--- src/sv/sdr_pkg.sv ---
// ---------------------------------------------------------------------------
// sdr_pkg: shared types for the signed divide/remainder pipeline
// Operation codes, per-item control flags and the word carried cell to cell.
// ---------------------------------------------------------------------------
`default_nettype none

package sdr_pkg;

    localparam int unsigned DataW = 64;
    localparam int unsigned HalfW = 32;
    localparam int unsigned OpW   = 2;

    localparam logic [OpW-1:0] OP_QUO32 = 2'd0;
    localparam logic [OpW-1:0] OP_QUO64 = 2'd1;
    localparam logic [OpW-1:0] OP_REM32 = 2'd2;
    localparam logic [OpW-1:0] OP_REM64 = 2'd3;

    typedef struct packed {
        logic wide;      // 64-bit operation
        logic want_rem;  // remainder rather than quotient
        logic neg_q;     // operand signs differ
        logic neg_r;     // dividend negative
        logic dz;        // divisor zero at operation width
    } t_meta;

    typedef struct packed {
        logic [DataW-1:0] rem;  // partial remainder
        logic [DataW-1:0] quo;  // dividend bits still to shift in, quotient bits behind
        logic [DataW-1:0] dvs;  // divisor magnitude
        t_meta            meta;
    } t_stage;

endpackage

`default_nettype wire

--- src/sv/sdr_cell.sv ---
// ---------------------------------------------------------------------------
// sdr_cell: one restoring division step
// Shifts one dividend bit into the partial remainder, trial-subtracts the
// divisor and shifts the quotient bit in.
// ---------------------------------------------------------------------------
`default_nettype none

module sdr_cell
    import sdr_pkg::*;
(
    input  wire logic   i_clk,
    input  wire logic   i_rst_n,
    input  wire logic   i_en,
    input  wire logic   i_valid,
    input  wire t_stage i_data,
    output logic        o_valid,
    output t_stage      o_data
);

    logic           r_valid;
    t_stage         r_data;
    t_stage         n_data;
    logic [DataW:0] trial;
    logic [DataW:0] diff;
    logic           fits;

    always_comb begin
        trial  = {i_data.rem, i_data.quo[DataW-1]};
        diff   = trial - {1'b0, i_data.dvs};
        // no borrow out of the trial subtract means the divisor fits
        fits   = !diff[DataW];
        n_data = i_data;
        n_data.rem = fits ? diff[DataW-1:0] : trial[DataW-1:0];
        n_data.quo = {i_data.quo[DataW-2:0], fits};
    end

    always_ff @(posedge i_clk) begin
        if (!i_rst_n) begin
            r_valid <= 1'b0;
        end else if (i_en) begin
            r_valid <= i_valid;
        end
    end

    always_ff @(posedge i_clk) begin
        if (i_en) begin
            r_data <= n_data;
        end
    end

    assign o_valid = r_valid;
    assign o_data  = r_data;

endmodule

`default_nettype wire

--- config.mk ---
export PLATFORM = sky130hd
export DESIGN_NAME = sdr_cell
export DESIGN_NICKNAME = d
export VERILOG_FILES = /design/src/sv/sdr_pkg.sv /design/src/sv/sdr_cell.sv
export SDC_FILE = /design/constraint.sdc
export NUM_CORES = 1
export LEC_CHECK = 0
export ABC_AREA = 1
export BUFFER_PORTS_ARGS = -buffer_cell sky130_fd_sc_hd__buf_2
export CORE_ASPECT_RATIO = 0.7
export CORE_UTILIZATION = 30
export CTS_CLUSTER_SIZE = 12
export DETAILED_ROUTE_END_ITERATION = 10
export GPL_TIMING_DRIVEN = 1
export PLACE_DENSITY = 0.5
export SYNTH_ARGS = -nofsm -noshare
export SYNTH_HDL_FRONTEND = slang
export SYNTH_SLANG_ARGS = --single-unit
--- constraint.sdc ---
create_clock -name i_clk -period 3.6 [get_ports i_clk]
set_input_delay 0 -clock i_clk [delete_from_list [all_inputs] [get_ports i_clk]]
set_output_delay 0 -clock i_clk [all_outputs]
set_load 0.02 [all_outputs]
==> impl_metrics.json <==
{
  "regToRegSetupSlack_ps": 2400,
  "max_slew_margin_pct": 41.9,
  "vias": 13157,
  "setup_tns_ps": 0,
  "utilization_pct": 43.0,
  "drv_cap": 0,
  "grt_usage_pct": 21.9,
  "ys.flop_type": "edfxtp_1",
  "slew_violations": 0,
  "vdd_drop_max_mv": 0.355,
  "layout_worst_path_cycle_share_pct": 81.7,
  "cts_tree": "done",
  "clkLatencyLatePin_ps": 470,
  "synth_nets": 2071,
  "viasPerCell": 4.37,
  "grt_max_degree": 88,
  "ys_ff_latch": 198,
  "critical_path_required_ps": 3940,
  "leakage_uw": 0.00994,
  "io_pins": 399,
  "postRouteAntennaNets": 0,
  "rsz0062_at_grt": "false",
  "clkTransAtPathRegs_ps": 80,
  "wl_per_cell_um": 16.3,
  "drc": 0,
  "worst_pin_slew_ps": 865,
  "syn2layout_area_growth_pct": 39.7,
  "endpoint_kind": "register",
  "ys_types": 32,
  "cts_resized": 0,
  "async_reset_ff_share_pct": 0,
  "clockRootBuffer": "clkbuf_16",
  "dpl.hpwl_um": 39600,
  "criticalPathCategory": "in2reg",
  "synth_edf_count": 197,
  "yosysSeqAreaShare_pct": 45.1,
  "cts_buffer_depth": 2,
  "core.rowCount": 63,
  "grt_pass1_wl_um": 72900,
  "yosysTopAreaCellShare_pct": 44.9,
  "die_area_mm2": 0.0448,
  "avgSynthCellArea_um2": 7.30,
  "htree_levels": 4,
  "final_nets": 2677,
  "gr-total-overflow": 0,
  "drive_gt1_share_pct": 19.7,
  "antenna_found_initial": 2,
  "synth_area_leaders": "edfxtp_1 45%, nand2_1 22%, inv_1 11%",
  "syn_inst": 1805,
  "synthTopCellsByCount": "788 x nand2_1, 389 x inv_1, 197 x edfxtp_1",
  "num-fill-cells": 4517,
  "port_buffers": 398,
  "hold_class": "in2reg",
  "start_kind": "input port",
  "routabilityCongestion": 0.964,
  "clkSinkCount": 198,
  "yosys.cell_count.top_type": "nand2_1",
  "skew_ps": 0,
  "status": "complete, no violations",
  "design.core.area_mm2": 0.0428,
  "grt_pass1_vias": 12762,
  "die_w_um": 252,
  "fmax_mhz": 340,
  "yosys_warnings": 0,
  "setup_viol_count_final": 0,
  "p_per_area_mw_per_mm2": 381,
  "dieHeight_um": 177,
  "numCtsBuffers": 17,
  "hold_violations": 0,
  "wl_um": 49100,
  "arrival_ps": 3280,
  "fin_crit_ps": 2940,
  "synth_area_leader_cell": "edfxtp_1",
  "start_util_pct": 30.8,
  "critical_path.max_fanout": 64,
  "first_iter_violations": 753,
  "first_pass_iters": 5,
  "synth_area_mm2": 0.0132
}
[critical path, stage by stage]
cell           delay [ps]
dlygate4sd3_1         530
buf_2                 130
ha_1                  230
fa_1                  460
inv_1                 110
nand2_1                60
nand2_1                60
nand3_1                70
nand2_2               120
nand2_1                70
nand2_2               130
nand2_1                80
nand2_2               130
nand2_2                90
nand2_2                90
nand2_2                60
nand2_4               590
nand2_1               140
nand2_1               100
[metal layers]
layer | routed length (um) | track usage, %
met5 | 0 | 0
met1 | 25100 | 32.3
met4 | 433 | 3.74
met2 | 20600 | 32.8
met3 | 3020 | 4.58
[cell type report]
class	count	area, um^2	share of cell area [%]
inverter	394	1480	8.04
multi-input combinational	1200	5620	30.5
timing repair buffer	600	4050	22.0
sequential	198	5940	32.3
tap	585	732	3.98
antenna	1	2.50	0.0136
clock inverter	14	160	0.870
clock buffer	17	425	2.31
[power by group]
| part | switching (uW) | leakage [uW] | total [uW] | internal, uW |
|---|---|---|---|---|
| Clock | 1010 | 0.000279 | 1940 | 929 |
| Combinational | 1440 | 0.00773 | 2200 | 763 |
| Sequential | 59.1 | 0.00193 | 2880 | 2820 |
| Total | 2510 | 0.00994 | 7020 | 4510 |
[through the flow]
stage,total power [uW],hold slack (ps),cells,instance area (um^2),setup slack [ps]
after floorplan,4200,93.5,1805,13200,1550
after global routing,7420,207,3008,18400,377
after CTS,7100,198,3008,18400,661
final,7020,211,3009,18400,658
after detailed placement,4960,178,2779,15800,709
after global placement,4950,177,2779,15800,750
[cells by family (layout without fill, tap and decap cells)]
family,count (synthesis),in the layout,share of synthesized area [%]
AO/OA/AOI/OAI,67,67,2.70
XOR/XNOR,31,31,2.06
adder cells (fa/ha/maj),65,65,6.23
buffers and inverters,407,1025,12.3
flip-flops,198,198,45.1
other,0,1,0
AND/OR/NAND/NOR,1037,1037,31.7
[cell usage in the layout (no fill, tap or decap), drive strengths merged]
master and n:
a21oi 54, and3 2, buf 401, clkbuf 18, clkinv 6, clkinvlp 2, dfxtp 1, diode 1
dlygate4sd3 198, edfxtp 197, fa 1, ha 64, inv 400, nand2 818, nand3 70, nand3b 1
nand4 17, nor2 111, nor3 12, nor4 4, o21ai 5, o21bai 8, or2 2, xnor2 1
xor2 30
[final timing paths]
check / end / depth (start not counted) / start
min: o_data[69]$_DFFE_PP_ / 1 / i_en
min reg2reg: o_valid$_SDFFE_PN0P_ / 3 / o_valid$_SDFFE_PN0P_
max: o_data[187]$_DFFE_PP_ / 19 / i_data[5]
max reg2reg: o_valid$_SDFFE_PN0P_ / 3 / o_valid$_SDFFE_PN0P_
[state kept, by name, indices dropped and copies added, names as in the netlist]
signal   flops
o_data     197
o_valid      1
[what timing repair did]
item,CTS,global route
endpoints found under the hold margin,197,0
endpoints found under the setup margin,0,0
buffers inserted,0,0
hold buffers,198,0
No activity file was read; power rests on OpenSTA's default activity.
