===== config.mk =====
export PLATFORM = sky130hd
export DESIGN_NAME = sdr_prep
export DESIGN_NICKNAME = d
export VERILOG_FILES = /design/src/sv/sdr_pkg.sv /design/src/sv/sdr_prep.sv
export SDC_FILE = /design/constraint.sdc
export NUM_CORES = 1
export LEC_CHECK = 0
export ABC_AREA = 1
export BUFFER_PORTS_ARGS = -buffer_cell sky130_fd_sc_hd__buf_2
export CAP_MARGIN = 15
export CORE_MARGIN = 1.5
export CORE_UTILIZATION = 51
export DETAILED_ROUTE_END_ITERATION = 8
export PLACE_DENSITY = 0.81
export SETUP_SLACK_MARGIN = 0.5
export SYNTH_ARGS = -nofsm -noshare
export SYNTH_HDL_FRONTEND = slang
export SYNTH_SLANG_ARGS = --single-unit

===== constraint.sdc =====
create_clock -name i_clk -period 2.8 [get_ports i_clk]
set_input_delay 0.28 -clock i_clk [delete_from_list [all_inputs] [get_ports i_clk]]
set_output_delay 0.28 -clock i_clk [all_outputs]
set_load 0.02 [all_outputs]

===== src/sv/sdr_pkg.sv =====
// ---------------------------------------------------------------------------
// sdr_pkg: shared types for the signed divide/remainder pipeline
// Operation codes, per-item control flags and the word carried cell to cell.
// ---------------------------------------------------------------------------
`default_nettype none

package sdr_pkg;

    localparam int unsigned DataW = 64;
    localparam int unsigned HalfW = 32;
    localparam int unsigned OpW   = 2;

    localparam logic [OpW-1:0] OP_QUO32 = 2'd0;
    localparam logic [OpW-1:0] OP_QUO64 = 2'd1;
    localparam logic [OpW-1:0] OP_REM32 = 2'd2;
    localparam logic [OpW-1:0] OP_REM64 = 2'd3;

    typedef struct packed {
        logic wide;      // 64-bit operation
        logic want_rem;  // remainder rather than quotient
        logic neg_q;     // operand signs differ
        logic neg_r;     // dividend negative
        logic dz;        // divisor zero at operation width
    } t_meta;

    typedef struct packed {
        logic [DataW-1:0] rem;  // partial remainder
        logic [DataW-1:0] quo;  // dividend bits still to shift in, quotient bits behind
        logic [DataW-1:0] dvs;  // divisor magnitude
        t_meta            meta;
    } t_stage;

endpackage

`default_nettype wire


===== src/sv/sdr_prep.sv =====
// ---------------------------------------------------------------------------
// sdr_prep: operand preparation stage
// Reduces operands to the operation width, takes magnitudes, records signs.
// ---------------------------------------------------------------------------
`default_nettype none

module sdr_prep
    import sdr_pkg::*;
(
    input  wire logic             i_clk,
    input  wire logic             i_rst_n,
    input  wire logic             i_en,
    input  wire logic             i_valid,
    input  wire logic [OpW-1:0]   i_opcode,
    input  wire logic [DataW-1:0] i_dividend,
    input  wire logic [DataW-1:0] i_divisor,
    output logic                  o_valid,
    output t_stage                o_data
);

    logic             r_valid;
    t_stage           r_data;
    t_stage           n_data;
    logic             wide;
    logic             na;
    logic             nb;
    logic [DataW-1:0] ua;
    logic [DataW-1:0] ub;
    logic [HalfW-1:0] a_lo_neg;
    logic [HalfW-1:0] b_lo_neg;

    always_comb begin
        wide     = (i_opcode == OP_QUO64) || (i_opcode == OP_REM64);
        na       = wide ? i_dividend[DataW-1] : i_dividend[HalfW-1];
        nb       = wide ? i_divisor[DataW-1]  : i_divisor[HalfW-1];
        a_lo_neg = -i_dividend[HalfW-1:0];
        b_lo_neg = -i_divisor[HalfW-1:0];
        if (wide) begin
            ua = na ? -i_dividend : i_dividend;
            ub = nb ? -i_divisor  : i_divisor;
        end else begin
            ua = {{(DataW-HalfW){1'b0}}, (na ? a_lo_neg : i_dividend[HalfW-1:0])};
            ub = {{(DataW-HalfW){1'b0}}, (nb ? b_lo_neg : i_divisor[HalfW-1:0])};
        end
        n_data.rem           = '0;
        n_data.quo           = ua;
        n_data.dvs           = ub;
        n_data.meta.wide     = wide;
        n_data.meta.want_rem = (i_opcode == OP_REM32) || (i_opcode == OP_REM64);
        n_data.meta.neg_q    = na ^ nb;
        n_data.meta.neg_r    = na;
        n_data.meta.dz       = (ub == '0);
    end

    always_ff @(posedge i_clk) begin
        if (!i_rst_n) begin
            r_valid <= 1'b0;
        end else if (i_en) begin
            r_valid <= i_valid;
        end
    end

    always_ff @(posedge i_clk) begin
        if (i_en) begin
            r_data <= n_data;
        end
    end

    assign o_valid = r_valid;
    assign o_data  = r_data;

endmodule

`default_nettype wire


==> results of run 1 <==
[placed cells by master (no fill, tap or decap), types with 3 or more instances in the layout]
cell type   count
nor2_1        229
nor4_1          8
or2_2           4
buf_4          14
conb_1         64
nor2_4          3
nand2_1       328
nand3b_1        8
clkbuf_16      17
clkinvlp_4      3
xor2_1         33
inv_2           7
a21oi_1        30
buf_2         266
o21ai_0        49
ha_1            3
inv_1         168
nand3_1       111
nor3_1         18
nand4_1        27
xnor2_1        10
nor2_2          7
bufinv_16       4
clkinv_2        3
inv_6           3
o21ai_1        10
nand2_2         5
edfxtp_1      133
[synthesized netlist by cell type, drive strengths merged]
| master | count |
|---|---|
| nor3 | 18 |
| o2111ai | 2 |
| clkbuf | 10 |
| o31ai | 2 |
| conb | 1 |
| xnor2 | 10 |
| nand2 | 334 |
| a21oi | 33 |
| nand3 | 112 |
| nor3b | 1 |
| ha | 3 |
| nor2 | 239 |
| o211ai | 1 |
| edfxtp | 133 |
| a31oi | 2 |
| buf | 77 |
| a2111oi | 1 |
| o21a | 1 |
| xor2 | 33 |
| nand3b | 8 |
| or2 | 8 |
| nor4 | 8 |
| nand4 | 27 |
| o21ai | 60 |
| inv | 175 |
| and3 | 1 |
| dfxtp | 1 |
| a211oi | 1 |
[metal layers]
| metal | global-route usage, % | up-vias | wire length [µm] |
|---|---|---|---|
| met5 | 0 | - | 10 |
| met4 | 9.76 | 2 | 746 |
| met3 | 6.08 | 69 | 2650 |
| met2 | 53.0 | 536 | 15000 |
| met1 | 38.3 | 4364 | 11800 |
| li1 | - | 4648 | - |
[where the power goes]
group	internal [mW]	switching, mW
registers	2.45	0.0563
clock network	1.50	0.935
logic	0.426	1.04
[final timing paths]
path                                   to  slack (ps)  cells past startpoint
worst max-delay path            o_data[0]         650                     16
worst min-delay path            o_data[3]          40                      1
worst min register to register    o_valid         550                      2
worst max register to register    o_valid        2170                      2
[cell families (layout without fill, tap and decap cells)]
group	Yosys count	in the layout	share of synthesized area, %
buffers and inverters	262	490	13.3
DFF	134	134	42.6
AOI/OAI and AO/OA	103	103	5.87
xor gates and xnor gates	43	43	4.00
and+or+nand+nor	756	756	33.8
other	1	66	0.0398
adders and majority gates	3	3	0.399
[registers in the layout, indices dropped and copies added, names as in the netlist]
| register | cells |
|---|---|
| o_data | 133 |
| o_valid | 1 |
[layout make-up]
class / instances / share of cell area, %
Multi-Input combinational cell: 969 / 38.5
Sequential cell: 134 / 34.9
Timing Repair Buffer: 283 / 12.9
Inverter: 175 / 5.71
Clock buffer: 17 / 3.70
Tap cell: 229 / 2.49
Clock inverter: 15 / 1.75
Antenna cell: 2 / 0.0435
==> results.json, run 1 <==
{
  "avgSynthCellArea_um2": 7.23,
  "drt-total-wl_um": 30200,
  "critPathLaunchType": "input port",
  "hold_start": "i_opcode[1]",
  "clk_latency_ps": 420,
  "worst_slack_ps": 649,
  "finalClockSkew_ps": 0,
  "grt_pass1_wl_um": 46000,
  "detail_route.first_pass.iterations": 7,
  "grt_pass1_vias": 8933,
  "worstPathBufferInverterCount": 2,
  "ys_seq_area_share_pct": 42.6,
  "grt_max_degree": 73,
  "clk_pin_slew_worst_paths_ps": 60,
  "antenna_left": 0,
  "finalNonFillerCells": 1824,
  "cp-startpoint": "i_opcode[0]",
  "syn_area_um2": 9420,
  "maxCapViolations": 0,
  "drc_errors": 0,
  "worstSetupPathType": "in2reg",
  "gp_congestion": 0.982,
  "design_area_um2": 11500,
  "critPathMaxFanout": 20,
  "rsz0062_at_grt": "true",
  "num-nets-final": 1717,
  "status": "finished, final reports clean",
  "grt_usage_pct": 30.5,
  "yosys.area.top_type": "edfxtp_1",
  "cts_tree": "built",
  "slew_headroom_pct": 61.0,
  "placed_cells": 1790,
  "crit_top_cell": "nand2_1",
  "ctsHoldBuffers": 0,
  "synthesis.instances": 1302,
  "fp.dieH_um": 139,
  "register_area_um2": 4010,
  "drt-wirelength-per-cell_um": 16.6,
  "start_util_pct": 52.3,
  "arrival_ps": 2410,
  "crit_path_max_incr_delay_ps": 220,
  "drive_above_1_share_pct": 21.8,
  "multiInputGateArea_um2": 4430,
  "numCtsBuffers": 17,
  "grt_overflow_total": 0,
  "period_share_pct": 76.8,
  "dieArea_um2": 19300,
  "yosys_register_bits": 134,
  "leakagePower_nw": 5.47,
  "placed_area_um2": 10800,
  "cts_buffer_depth": 2,
  "finalPower_mw": 6.41,
  "cts_setup_buffers": 0,
  "fin_util_pct": 63.8,
  "critPathTopFamily": "simple AND/OR/NAND/NOR gates",
  "cts.sinks": 134,
  "ys_top_cells_by_area": "edfxtp_1 42%, nand2_1 13%, nor2_1 9.2%",
  "hold_violations": 0,
  "rows": 49,
  "hold_slack_ps": 35.0,
  "setup_tns_ps": 0,
  "portBuffers": 267,
  "drt_iter0_drc": 918,
  "antenna_found_initial": 2,
  "fmax_mhz": 465,
  "setup_viol": 0,
  "syn_to_final_growth_pct": 22.1,
  "synth_top_area_share_pct": 42.4,
  "root_buffer": "clkbuf_16",
  "fillers": 1664,
  "tightestPinTransition_ps": 585,
  "min_path_type": "in2reg",
  "fp.dieW_um": 139,
  "avgViaCountPerCell": 5.27,
  "dp_slack_ps": 207,
  "required_ps": 3060,
  "end_kind": "flip-flop",
  "ioPinCount": 332,
  "h-tree-depth": 4,
  "layout_min_cycle_time_ps": 2150,
  "hpwl_um": 24200,
  "ys_types": 41,
  "slew_viol_final": 0,
  "coreArea_um2": 18000,
  "worstReg2RegStart": "o_valid",
  "num_vias": 9619,
  "cp_slowest_cell": "buf_6",
  "path_cells": "buf_2, nand2_1, nand2_4, buf_6, o21ai_1, nand2_1, nand2_1, nand2_1, nand2_1, nor2_1, nand2_1, nor2_1, nand2_1, nor2_1, nand3_1, nor2_1",
  "power-per-cell-area_nw_per_um2": 557,
  "ir_drop_v": 0.000426,
  "yosys_warnings": 0,
  "ctsResizeCount": 0
}
Note: power is estimated with default switching activity, not from simulation.
==> inputs of run 2 (changes only) <==
- clock period: 2.8 -> 2.2 ns (I/O delays scaled with it)
==> run 2 against run 1 <==
Against the previous run:
- flip-flop and latch count is the same
- non-clock buffer count grew 113
- cell count grew 6.2%
- via count grew 6.8%
- cell area grew 15%
- setup slack lost 220 ps
==> results.json, run 2 (synthesis results as in run 1) <==
{
  "rows": 49,
  "grt_pass1_vias": 9556,
  "crit_path_max_incr_delay_ps": 250,
  "design_area_um2": 13200,
  "cts_buffer_depth": 2,
  "grt_usage_pct": 31.5,
  "fp.dieW_um": 139,
  "num-nets-final": 1831,
  "critPathMaxFanout": 4,
  "hpwl_um": 24600,
  "required_ps": 2390,
  "r2r_slack_ps": 1560,
  "min_path_type": "in2reg",
  "worstSetupPathType": "in2reg",
  "grt_max_degree": 80,
  "h-tree-depth": 4,
  "worstPathBufferInverterCount": 1,
  "cp_slowest_cell": "or2_4",
  "antenna_found_initial": 2,
  "syn_to_final_growth_pct": 40.1,
  "hold_violations": 0,
  "period_share_pct": 80.6,
  "placed_area_um2": 11600,
  "setup_tns_ps": 0,
  "finalClockSkew_ps": 0,
  "root_buffer": "clkbuf_16",
  "placed_cells": 1873,
  "start_util_pct": 52.3,
  "grt_overflow_total": 0,
  "fin_util_pct": 73.2,
  "ir_drop_v": 0.000546,
  "drt_iter0_drc": 906,
  "slew_headroom_pct": 57.4,
  "maxCapViolations": 0,
  "register_area_um2": 4010,
  "tightestPinTransition_ps": 639,
  "setup_viol": 0,
  "layout_commonest_cell": "nand2_1",
  "power-per-cell-area_nw_per_um2": 636,
  "critPathTopFamily": "simple AND/OR/NAND/NOR gates",
  "fp.dieH_um": 139,
  "fillers": 1408,
  "final_cell_mix": "290 x nand2_1, 261 x buf_2, 177 x nor2_1",
  "status": "finished, final reports clean",
  "drt-wirelength-per-cell_um": 16.7,
  "largest_register_ff_count": 133,
  "drive_above_1_share_pct": 35.2,
  "end_kind": "flip-flop",
  "drc_errors": 0,
  "numCtsBuffers": 17,
  "critPathLaunchType": "input port",
  "finalNonFillerCells": 1937,
  "drt-total-wl_um": 32400,
  "gp_congestion": 0.990,
  "cts.sinks": 134,
  "detail_route.first_pass.iterations": 5,
  "clk_pin_slew_worst_paths_ps": 60,
  "arrival_ps": 1960,
  "clk_latency_ps": 420,
  "ioPinCount": 332,
  "fmax_mhz": 564,
  "portBuffers": 267,
  "cts_tree": "built",
  "leakagePower_nw": 6.15,
  "grt_pass1_wl_um": 48300,
  "coreArea_um2": 18000,
  "path_cells": "buf_6, or2_4, nor2_4, nand4_1, nor2_4, nand4_1, nor2_2, nand3_2, nand2_2, o21ai_1, nor2_1, nor2_1",
  "multiInputGateArea_um2": 5210,
  "layout_min_cycle_time_ps": 1770,
  "avgViaCountPerCell": 5.31,
  "rsz0062_at_grt": "true",
  "slew_viol_final": 0,
  "dieArea_um2": 19300,
  "antenna_left": 0,
  "num_vias": 10300
}
==> run 2: changes by cell type in the layout (fill, tap and decap cells not counted), sizes merged <==
cell and change:
buf +111, inv +3, bufinv -2, clkinv -2, dlygate4sd3 +2, clkinvlp +1
diode -1, nand2 +1
==> run 2: final cells by class <==
class | count | share of cell area [%]
diodes | 1 | 0.0190
clock buffers | 17 | 3.22
clock inverters | 15 | 1.28
inverters | 175 | 5.19
multi-input cells | 970 | 39.4
flip-flops and latches | 134 | 30.4
well taps | 229 | 2.17
repair buffers | 396 | 18.3
==> run 2: layer usage <==
layer / routed length, µm / track usage, % / vias up
met2: 16200 / 55.3 / 561
met5: 0 / 0 / -
met1: 12600 / 39.6 / 4733
li1: - / - / 4891
met4: 1040 / 10.5 / 0
met3: 2500 / 5.21 / 91
==> run 2: where the power goes <==
part           switching [mW]  leakage (nW)  internal, mW
Sequential             0.0652          1.30          3.12
Clock                    1.24         0.278          1.70
Combinational            1.50          4.57         0.773
==> run 2: final timing paths <==
| check | start | end | cells past startpoint |
|---|---|---|---|
| min | i_valid | o_valid | 3 |
| max | i_dividend[3] | o_data[124] | 12 |
| max reg2reg | o_valid | o_valid | 2 |
| min reg2reg | o_valid | o_valid | 2 |
==> run 2: worst reg2reg max path: stages, from the launching register on <==
cell	delay, ps
dfxtp_1	320
o21ai_0	150
a21oi_1	60
==> run 2: repair_timing <==
item | CTS | global route
hold buffers | 2 | 0
endpoints found under the hold margin | 2 | 0
setup buffers | 16 | 12
setup endpoints to repair | 19 | 32
cloned | 0 | 1
pin swaps | 17 | 49
resized for setup | 30 | 174
==> run 2: stage by stage <==
stage                     power, mW  hold slack, ps  worst slack, ps
after floorplan                4.47             313              381
after global placement         5.24             397             -183
after detailed placement       5.26             420             -159
after CTS                      8.23            5.09              441
after global routing           8.67            33.8              361
final                          8.39            20.8              426
