`config.mk`:
```
export PLATFORM = sky130hd
export DESIGN_NAME = sdr_post
export DESIGN_NICKNAME = d
export VERILOG_FILES = /design/src/sv/sdr_pkg.sv /design/src/sv/sdr_post.sv
export SDC_FILE = /design/constraint.sdc
export NUM_CORES = 1
export LEC_CHECK = 0
export BUFFER_PORTS_ARGS = -buffer_cell sky130_fd_sc_hd__buf_2
export CELL_PAD_IN_SITES_DETAIL_PLACEMENT = 1
export CELL_PAD_IN_SITES_GLOBAL_PLACEMENT = 1
export CORE_AREA = 10 10 138 140
export DETAILED_ROUTE_END_ITERATION = 16
export DIE_AREA = 0 0 148 150
export PLACE_DENSITY_LB_ADDON = 0.1
export SLEW_MARGIN = 20
export SYNTH_ARGS = -nofsm -noshare
export SYNTH_HDL_FRONTEND = slang
export SYNTH_SLANG_ARGS = --single-unit
```
`constraint.sdc`:
```
create_clock -name i_clk -period 7.48 [get_ports i_clk]
set_input_delay 0.374 -clock i_clk [delete_from_list [all_inputs] [get_ports i_clk]]
set_output_delay 0.374 -clock i_clk [all_outputs]
set_load 0.02 [all_outputs]
```
`src/sv/sdr_pkg.sv`:
```
// ---------------------------------------------------------------------------
// sdr_pkg: shared types for the signed divide/remainder pipeline
// Operation codes, per-item control flags and the word carried cell to cell.
// ---------------------------------------------------------------------------
`default_nettype none

package sdr_pkg;

    localparam int unsigned DataW = 64;
    localparam int unsigned HalfW = 32;
    localparam int unsigned OpW   = 2;

    localparam logic [OpW-1:0] OP_QUO32 = 2'd0;
    localparam logic [OpW-1:0] OP_QUO64 = 2'd1;
    localparam logic [OpW-1:0] OP_REM32 = 2'd2;
    localparam logic [OpW-1:0] OP_REM64 = 2'd3;

    typedef struct packed {
        logic wide;      // 64-bit operation
        logic want_rem;  // remainder rather than quotient
        logic neg_q;     // operand signs differ
        logic neg_r;     // dividend negative
        logic dz;        // divisor zero at operation width
    } t_meta;

    typedef struct packed {
        logic [DataW-1:0] rem;  // partial remainder
        logic [DataW-1:0] quo;  // dividend bits still to shift in, quotient bits behind
        logic [DataW-1:0] dvs;  // divisor magnitude
        t_meta            meta;
    } t_stage;

endpackage

`default_nettype wire

```
`src/sv/sdr_post.sv`:
```
// ---------------------------------------------------------------------------
// sdr_post: sign correction and output register
// Applies result signs, the divide-by-zero quotient and 32-bit extension.
// ---------------------------------------------------------------------------
`default_nettype none

module sdr_post
    import sdr_pkg::*;
(
    input  wire logic              i_clk,
    input  wire logic              i_rst_n,
    input  wire logic              i_en,
    input  wire logic              i_valid,
    input  wire t_stage            i_data,
    output logic                   o_valid,
    output logic [DataW-1:0]       o_result,
    output logic                   o_dz
);

    logic             r_valid;
    logic [DataW-1:0] r_result;
    logic             r_dz;
    logic [DataW-1:0] n_result;
    logic [DataW-1:0] res;

    always_comb begin
        if (i_data.meta.want_rem) begin
            res = i_data.meta.neg_r ? -i_data.rem : i_data.rem;
        end else if (i_data.meta.dz) begin
            res = '1;
        end else begin
            res = i_data.meta.neg_q ? -i_data.quo : i_data.quo;
        end
        n_result = i_data.meta.wide ? res
                 : {{(DataW-HalfW){res[HalfW-1]}}, res[HalfW-1:0]};
    end

    always_ff @(posedge i_clk) begin
        if (!i_rst_n) begin
            r_valid <= 1'b0;
        end else if (i_en) begin
            r_valid <= i_valid;
        end
    end

    always_ff @(posedge i_clk) begin
        if (i_en) begin
            r_result <= n_result;
            r_dz     <= i_data.meta.dz;
        end
    end

    assign o_valid  = r_valid;
    assign o_result = r_result;
    assign o_dz     = r_dz;

endmodule

`default_nettype wire

```
==> impl_metrics.env, run 1 <==
export IMPL_status="finished, final reports clean"
export IMPL_grt_most_used_layer="met2"
export IMPL_nFillCells=2007
export IMPL_relSlewSlack=0.292
export IMPL_overflow=0
export IMPL_cts_setup_buffers=0
export IMPL_dp_cells=1049
export IMPL_htreeDepth=3
export IMPL_grtUsageMet2=0.343
export IMPL_powerDensity_nw_per_um2=173
export IMPL_drc=0
export IMPL_synth_seq_area_share=0.322
export IMPL_cts_buffer_depth=2
export IMPL_drt_first_pass_iters=5
export IMPL_drt_total_wl_mm=25.5
export IMPL_cts_root_buf="clkbuf_16"
export IMPL_die_h_um=150
export IMPL_synth_cells=661
export IMPL_p_total_uw=1320
export IMPL_clk_pin_slew_ns=0.06
export IMPL_cts_hold_buffers_added=0
export IMPL_hold_viol=0
export IMPL_post_cts_resized=0
export IMPL_layout_cells_non_filler=1068
export IMPL_rsz0062_at_grt="false"
export IMPL_grt_max_degree=73
export IMPL_cp_arrival_ns=3.57
export IMPL_cts_tree="yes"
export IMPL_syn_avg_cell_area_um2=9.26
export IMPL_fin_crit_sh=0.451
export IMPL_synth_flop_cell="edfxtp_1"
export IMPL_worst_slew_pin_slew_ns=1.06
export IMPL_worstPathMaxFanout=18
export IMPL_drv_cap=0
export IMPL_core_area_um2=16300
export IMPL_antenna_found_initial=4
export IMPL_finalCriticalPeriod_ns=3.37
export IMPL_min_delay_start="i_rst_n"
export IMPL_critPathKind="in2reg"
export IMPL_die_area_um2=22200
export IMPL_start_util=0.374
export IMPL_p_leak_uw=0.00295
export IMPL_vias_per_cell=5.78
export IMPL_fp_dieW_um=148
export IMPL_grt_pass1_vias=6535
export IMPL_ys_seq_elements=66
export IMPL_hold_path_class="in2reg"
export IMPL_min_to="o_valid"
export IMPL_fin_skew_ns=0
export IMPL_gp_congestion=0.885
export IMPL_cts_buffers=9
export IMPL_setup_slack_ns=4.11
export IMPL_rr_startpoint="o_valid"
export IMPL_crit_path_end_kind="flip-flop"
export IMPL_placed_cell_area_um2=7280
export IMPL_fin_area_um2=7610
export IMPL_r2r_slack_ns=6.88
export IMPL_pin_count=267
export IMPL_peakVddDrop_mv=0.104
export IMPL_syn_num_nets=864
export IMPL_drv_slew=0
export IMPL_ys_warn_count=0
export IMPL_fin_nets=1043
export IMPL_finalSetupViolations=0
export IMPL_vias=6175
export IMPL_postSynth_asyncResetShare=0
export IMPL_synth_cell_type_count=68
export IMPL_worstSetupStartpointType="input pin"
export IMPL_drive_gt1_frac=0.329
export IMPL_grt_first_pass_wirelength_mm=38.8
export IMPL_dpl_hpwl_mm=19.6
export IMPL_fp_row_count=47
export IMPL_track_usage=0.224
export IMPL_min_path_cells=2
export IMPL_synth_area_um2=6120
export IMPL_synth_edff_count=65
export IMPL_register_area_um2=1970
export IMPL_syn2layout_area_growth_pct=24.4
export IMPL_pre_cts_ws_ns=3.78
export IMPL_drtIter0Drc=428
export IMPL_clock_latency_ns=0.35
export IMPL_ff2ff_path_depth=2
export IMPL_r2r_end="o_valid"
export IMPL_multiInputGateArea_um2=3950
export IMPL_wl_per_cell_um=23.9
export IMPL_ant_nets=0
export IMPL_finalSetupTns_ns=0
export IMPL_crit_required_ns=7.68
export IMPL_port_buffer_count=202
export IMPL_cts_num_sinks=66
export IMPL_grt_met3_usage=0.0510
export IMPL_globalRouteMet1Util=0.306
export IMPL_fmax_mhz=297
[routing by layer]
metal / wire, um / part of all wire
met5: 11 / 0.00043
met4: 408 / 0.016
met3: 1610 / 0.063
met2: 11500 / 0.45
met1: 12000 / 0.47
[logic make-up after synthesis]
| logic type | Yosys count | synth area share |
|---|---|---|
| muxes | 5 | 0.00818 |
| AOI/OAI and AO/OA | 194 | 0.239 |
| and+or+nand+nor | 240 | 0.241 |
| adders and majority gates | 2 | 0.00409 |
| DFF | 66 | 0.322 |
| xor gates and xnor gates | 106 | 0.152 |
| buffers and inverters | 48 | 0.0345 |
[registers in the layout (all words and copies together), names as in the netlist]
| signal | cells |
|---|---|
| o_dz | 1 |
| o_result | 64 |
| o_valid | 1 |
[how the worst max path moves through the flow]
stage / from / to / depth (start not counted)
floorplan: i_data[109] / o_result[57] / 8
global placement: i_data[140] / o_result[45] / 8
detailed placement: i_data[83] / o_result[45] / 8
CTS: i_data[83] / o_result[45] / 8
global route: i_data[83] / o_result[61] / 8
finish: i_data[83] / o_result[61] / 8
[cell usage after synthesis (4+ instances only)]
| master | instances | share of area |
|---|---|---|
| xnor2_1 | 22 | 0.031 |
| edfxtp_1 | 65 | 0.32 |
| nand2b_1 | 6 | 0.0061 |
| a22oi_1 | 28 | 0.034 |
| o21ai_0 | 43 | 0.035 |
| xor2_1 | 84 | 0.12 |
| nor4_1 | 7 | 0.0072 |
| clkbuf_1 | 31 | 0.019 |
| o21ai_1 | 7 | 0.0057 |
| nor3_1 | 20 | 0.016 |
| o221ai_1 | 5 | 0.0072 |
| and3_1 | 7 | 0.0072 |
| nand3_1 | 14 | 0.011 |
| a21oi_1 | 11 | 0.0090 |
| nor2_1 | 26 | 0.016 |
| a31o_1 | 10 | 0.014 |
| o31ai_1 | 36 | 0.044 |
| nand2_1 | 67 | 0.041 |
| or4_1 | 20 | 0.025 |
| or3_1 | 22 | 0.022 |
| or2_2 | 12 | 0.012 |
| inv_1 | 9 | 0.0055 |
| mux2i_1 | 5 | 0.0082 |
| o41ai_1 | 13 | 0.019 |
| nand4_1 | 4 | 0.0041 |
| a221oi_1 | 4 | 0.0057 |
| or4_4 | 8 | 0.015 |
| o41ai_2 | 7 | 0.019 |
[area by class of cell]
type / instances / area share
clock buffers: 9 / 0.0296
well taps: 220 / 0.0362
diodes: 3 / 0.000986
clock inverters: 7 / 0.0135
flip-flops and latches: 66 / 0.259
multi-input cells: 547 / 0.519
inverters: 9 / 0.00444
repair buffers: 207 / 0.138
[cell usage in the layout (no fill, tap or decap), types with 8 or more instances in the layout]
cell / instances
o21ai_0: 43
nand2_1: 67
o41ai_1: 13
xnor2_1: 22
a22oi_1: 28
clkbuf_16: 9
nand3_1: 14
or4_1: 20
buf_2: 202
nor3_1: 20
a21oi_1: 11
a31o_1: 10
xor2_1: 84
or2_2: 12
or3_1: 22
inv_1: 9
nor2_1: 25
edfxtp_1: 65
o31ai_1: 36
or4_4: 8
[stage by stage]
step,utilization,hold WS (ns)
2_1_floorplan,-,0.473
3_3_place_gp,0.445,0.494
3_5_place_dp,0.445,0.517
4_1_cts,0.465,0.222
5_1_grt,0.466,0.241
6_report,0.466,0.230
[power breakdown]
part,switching (uW),internal (uW),leakage (uW),total [uW]
registers,9.71,457,0.000648,467
clock network,185,295,0.000156,479
logic,240,129,0.00215,369
[critical path: stages]
cell and delay (ns):
buf_2 0.11, nor4_1 0.53, nor4b_4 0.69, a21o_1 0.19, a21oi_1 0.09, a211oi_2 0.41
nor2b_2 0.93, a31o_1 0.24
Power figures use the tool's default switching activity.
==> run 2: changes to the inputs <==
Settings changed: ABC_AREA set to 1, CORE_AREA 10 10 138 140 to 10 10 166 168, DIE_AREA 0 0 148 150 to 0 0 176 178.
Clock period 7.48 ns to 2.8 ns, I/O delays scaled along.
==> run 2 against run 1 <==
Final cell count up 69%. Sequential power grew to 2.7 times the previous value. Non-clock buffer count increased by 17. Design area grew 20%. Critical path type unchanged. Critical endpoint is now o_result[38].
==> impl_metrics.env, run 2 <==
export IMPL_status="finished, final reports clean"
export IMPL_grt_pass1_vias=9531
export IMPL_synth_cell_type_count=46
export IMPL_register_area_um2=1970
export IMPL_rsz0062_at_grt="false"
export IMPL_yosys_top_cells_count="nand2_1 (388), nor2_1 (227), nand3_1 (177), inv_1 (135), o21ai_0 (68)"
export IMPL_largest_register_ffs=64
export IMPL_start_util=0.307
export IMPL_vias_per_cell=5.18
export IMPL_pin_count=267
export IMPL_ys_seq_elements=66
export IMPL_slowest_delay_ns=0.42
export IMPL_crit_path_end_kind="flip-flop"
export IMPL_gp_congestion=0.920
export IMPL_track_usage=0.233
export IMPL_core_area_um2=24100
export IMPL_cts_hold_buffers_added=0
export IMPL_cts_root_buf="clkbuf_16"
export IMPL_drt_total_wl_mm=37.6
export IMPL_grt_first_pass_wirelength_mm=55.9
export IMPL_final_common_cell="nand2_1"
export IMPL_htreeDepth=3
export IMPL_die_area_um2=31300
export IMPL_hold_viol=0
export IMPL_overflow=0
export IMPL_multiInputGateArea_um2=4750
export IMPL_port_buffer_count=202
export IMPL_synth_top_cell_by_area="edfxtp_1"
export IMPL_cts_setup_buffers=0
export IMPL_syn_avg_cell_area_um2=5.81
export IMPL_antenna_found_initial=1
export IMPL_ant_nets=0
export IMPL_drtIter0Drc=651
export IMPL_mostFrequentLayoutCells="nand2_1 (388), nor2_1 (226), buf_2 (202)"
export IMPL_syn2layout_area_growth_pct=23.2
export IMPL_nFillCells=3411
export IMPL_fp_row_count=57
export IMPL_vias=9334
export IMPL_synth_cells=1276
export IMPL_finalSetupTns_ns=0
export IMPL_grtUsageMet2=0.387
export IMPL_synth_flop_cell="edfxtp_1"
export IMPL_worstPathCellList="buf_2 -> inv_1 -> ha_1 -> nand3_1 -> nor2_4 -> nand3_1 -> o21ai_1 -> nand2_1 -> nand2_1 -> nand3_1 -> o211ai_1 -> nand2_1"
export IMPL_crit_required_ns=2.89
export IMPL_cp_arrival_ns=2.06
export IMPL_cts_buffers=9
export IMPL_syn_num_nets=1479
export IMPL_finalCriticalPeriod_ns=1.97
export IMPL_fin_crit_sh=0.705
export IMPL_fp_dieW_um=176
export IMPL_fmax_mhz=507
export IMPL_die_h_um=178
export IMPL_cts_num_sinks=66
export IMPL_p_leak_uw=0.00420
export IMPL_clk_pin_slew_ns=0.06
export IMPL_yosysMostFrequentCell="nand2_1"
export IMPL_utilization=0.379
export IMPL_peakVddDrop_mv=0.220
export IMPL_drv_cap=0
export IMPL_fin_skew_ns=0
export IMPL_grt_most_used_layer="met2"
export IMPL_grt_met3_usage=0.0296
export IMPL_dpl_hpwl_mm=31.9
export IMPL_drive_gt1_frac=0.185
export IMPL_powerDensity_nw_per_um2=404
export IMPL_finalSetupViolations=0
export IMPL_postSynth_asyncResetShare=0
export IMPL_synth_top_area_share=0.263
export IMPL_diodes=0
export IMPL_drt_first_pass_iters=5
export IMPL_synth_seq_area_share=0.266
export IMPL_netlist_top_cells_area="edfxtp_1 (26%), nand2_1 (20%), nand3_1 (12%)"
export IMPL_cpLargestDelayFamily="simple AND/OR/NAND/NOR gates"
export IMPL_synth_area_um2=7410
export IMPL_post_cts_resized=0
export IMPL_relSlewSlack=0.576
export IMPL_clock_latency_ns=0.34
export IMPL_cts_buffer_depth=2
export IMPL_critical_path_buf_inv_count=2
export IMPL_grt_max_degree=35
export IMPL_synth_edff_count=65
export IMPL_worstPathMaxFanout=8
export IMPL_critPathKind="in2reg"
export IMPL_ys_warn_count=0
export IMPL_wl_per_cell_um=20.9
export IMPL_slowest_stage="o21ai_1"
export IMPL_hold_path_class="in2reg"
export IMPL_globalRouteMet1Util=0.315
export IMPL_drc=0
export IMPL_drv_slew=0
export IMPL_fin_nets=1676
export IMPL_worst_slew_pin_slew_ns=0.629
export IMPL_p_total_uw=3690
export IMPL_worstSetupStartpointType="input pin"
export IMPL_cts_tree="yes"
## run 2: cell count changes after synthesis, moves of 35 or more
cell / previous run / this run
o31ai_1: 36 / 1
nand3_1: 14 / 177
inv_1: 9 / 135
nor2_1: 26 / 227
nand2_1: 67 / 388
xor2_1: 84 / 9
## run 2: cells by family (layout without fill, tap and decap cells)
kind of cell    count (synthesis)  in the layout  synth area share
simple gates                  872            872             0.503
xor+xnor                       13             13            0.0154
fa+ha+maj                       2              2           0.00338
compound gates                149            149             0.119
buf+inv                       174            376            0.0934
flops                          66             66             0.266
## run 2: worst reg2reg max path: stages (launching register included)
cell	delay, ns
dfxtp_1	0.30
o21ai_0	0.16
a21oi_1	0.06
## run 2: layout make-up
| type | instances | area share |
|---|---|---|
| clock buffers | 10 | 0.0251 |
| clock inverters | 6 | 0.00987 |
| inverters | 136 | 0.0559 |
| multi-input cells | 1036 | 0.520 |
| flip-flops and latches | 66 | 0.216 |
| well taps | 324 | 0.0444 |
| repair buffers | 224 | 0.129 |
## run 2: through the flow
| stage | hold WS (ns) | cells | cell area [um^2] | setup slack, ns |
|---|---|---|---|---|
| after floorplan | 0.233 | 1276 | 7410 | 1.16 |
| after detailed placement | 0.387 | 1786 | 8810 | 0.452 |
| after CTS | 0.0187 | 1802 | 9130 | 0.815 |
| final | 0.0287 | 1802 | 9130 | 0.826 |
| after global placement | 0.375 | 1786 | 8810 | 0.492 |
| after global routing | 0.0323 | 1802 | 9130 | 0.586 |
## run 2: per-layer routing
| layer | wire length [um] | vias to the layer above | part of all wire |
|---|---|---|---|
| met4 | 647 | 0 | 0.017 |
| met5 | 0 | - | 0 |
| li1 | - | 4591 | - |
| met3 | 1990 | 30 | 0.053 |
| met1 | 17600 | 4449 | 0.47 |
| met2 | 17400 | 264 | 0.46 |
## run 2: power breakdown
part	internal [uW]	leakage (uW)	switching, uW
combinational	349	0.00340	804
clock	785	0.000153	505
sequential	1210	0.000647	32.6
total	2350	0.00420	1340
## run 2: final timing paths
kind / end / cells past startpoint / slack [ns] / start
min reg2reg: o_valid / 2 / 0.55 / o_valid
min: o_valid / 3 / 0.03 / i_valid
max reg2reg: o_valid / 2 / 2.16 / o_valid
max: o_result[38] / 12 / 0.83 / i_data[133]
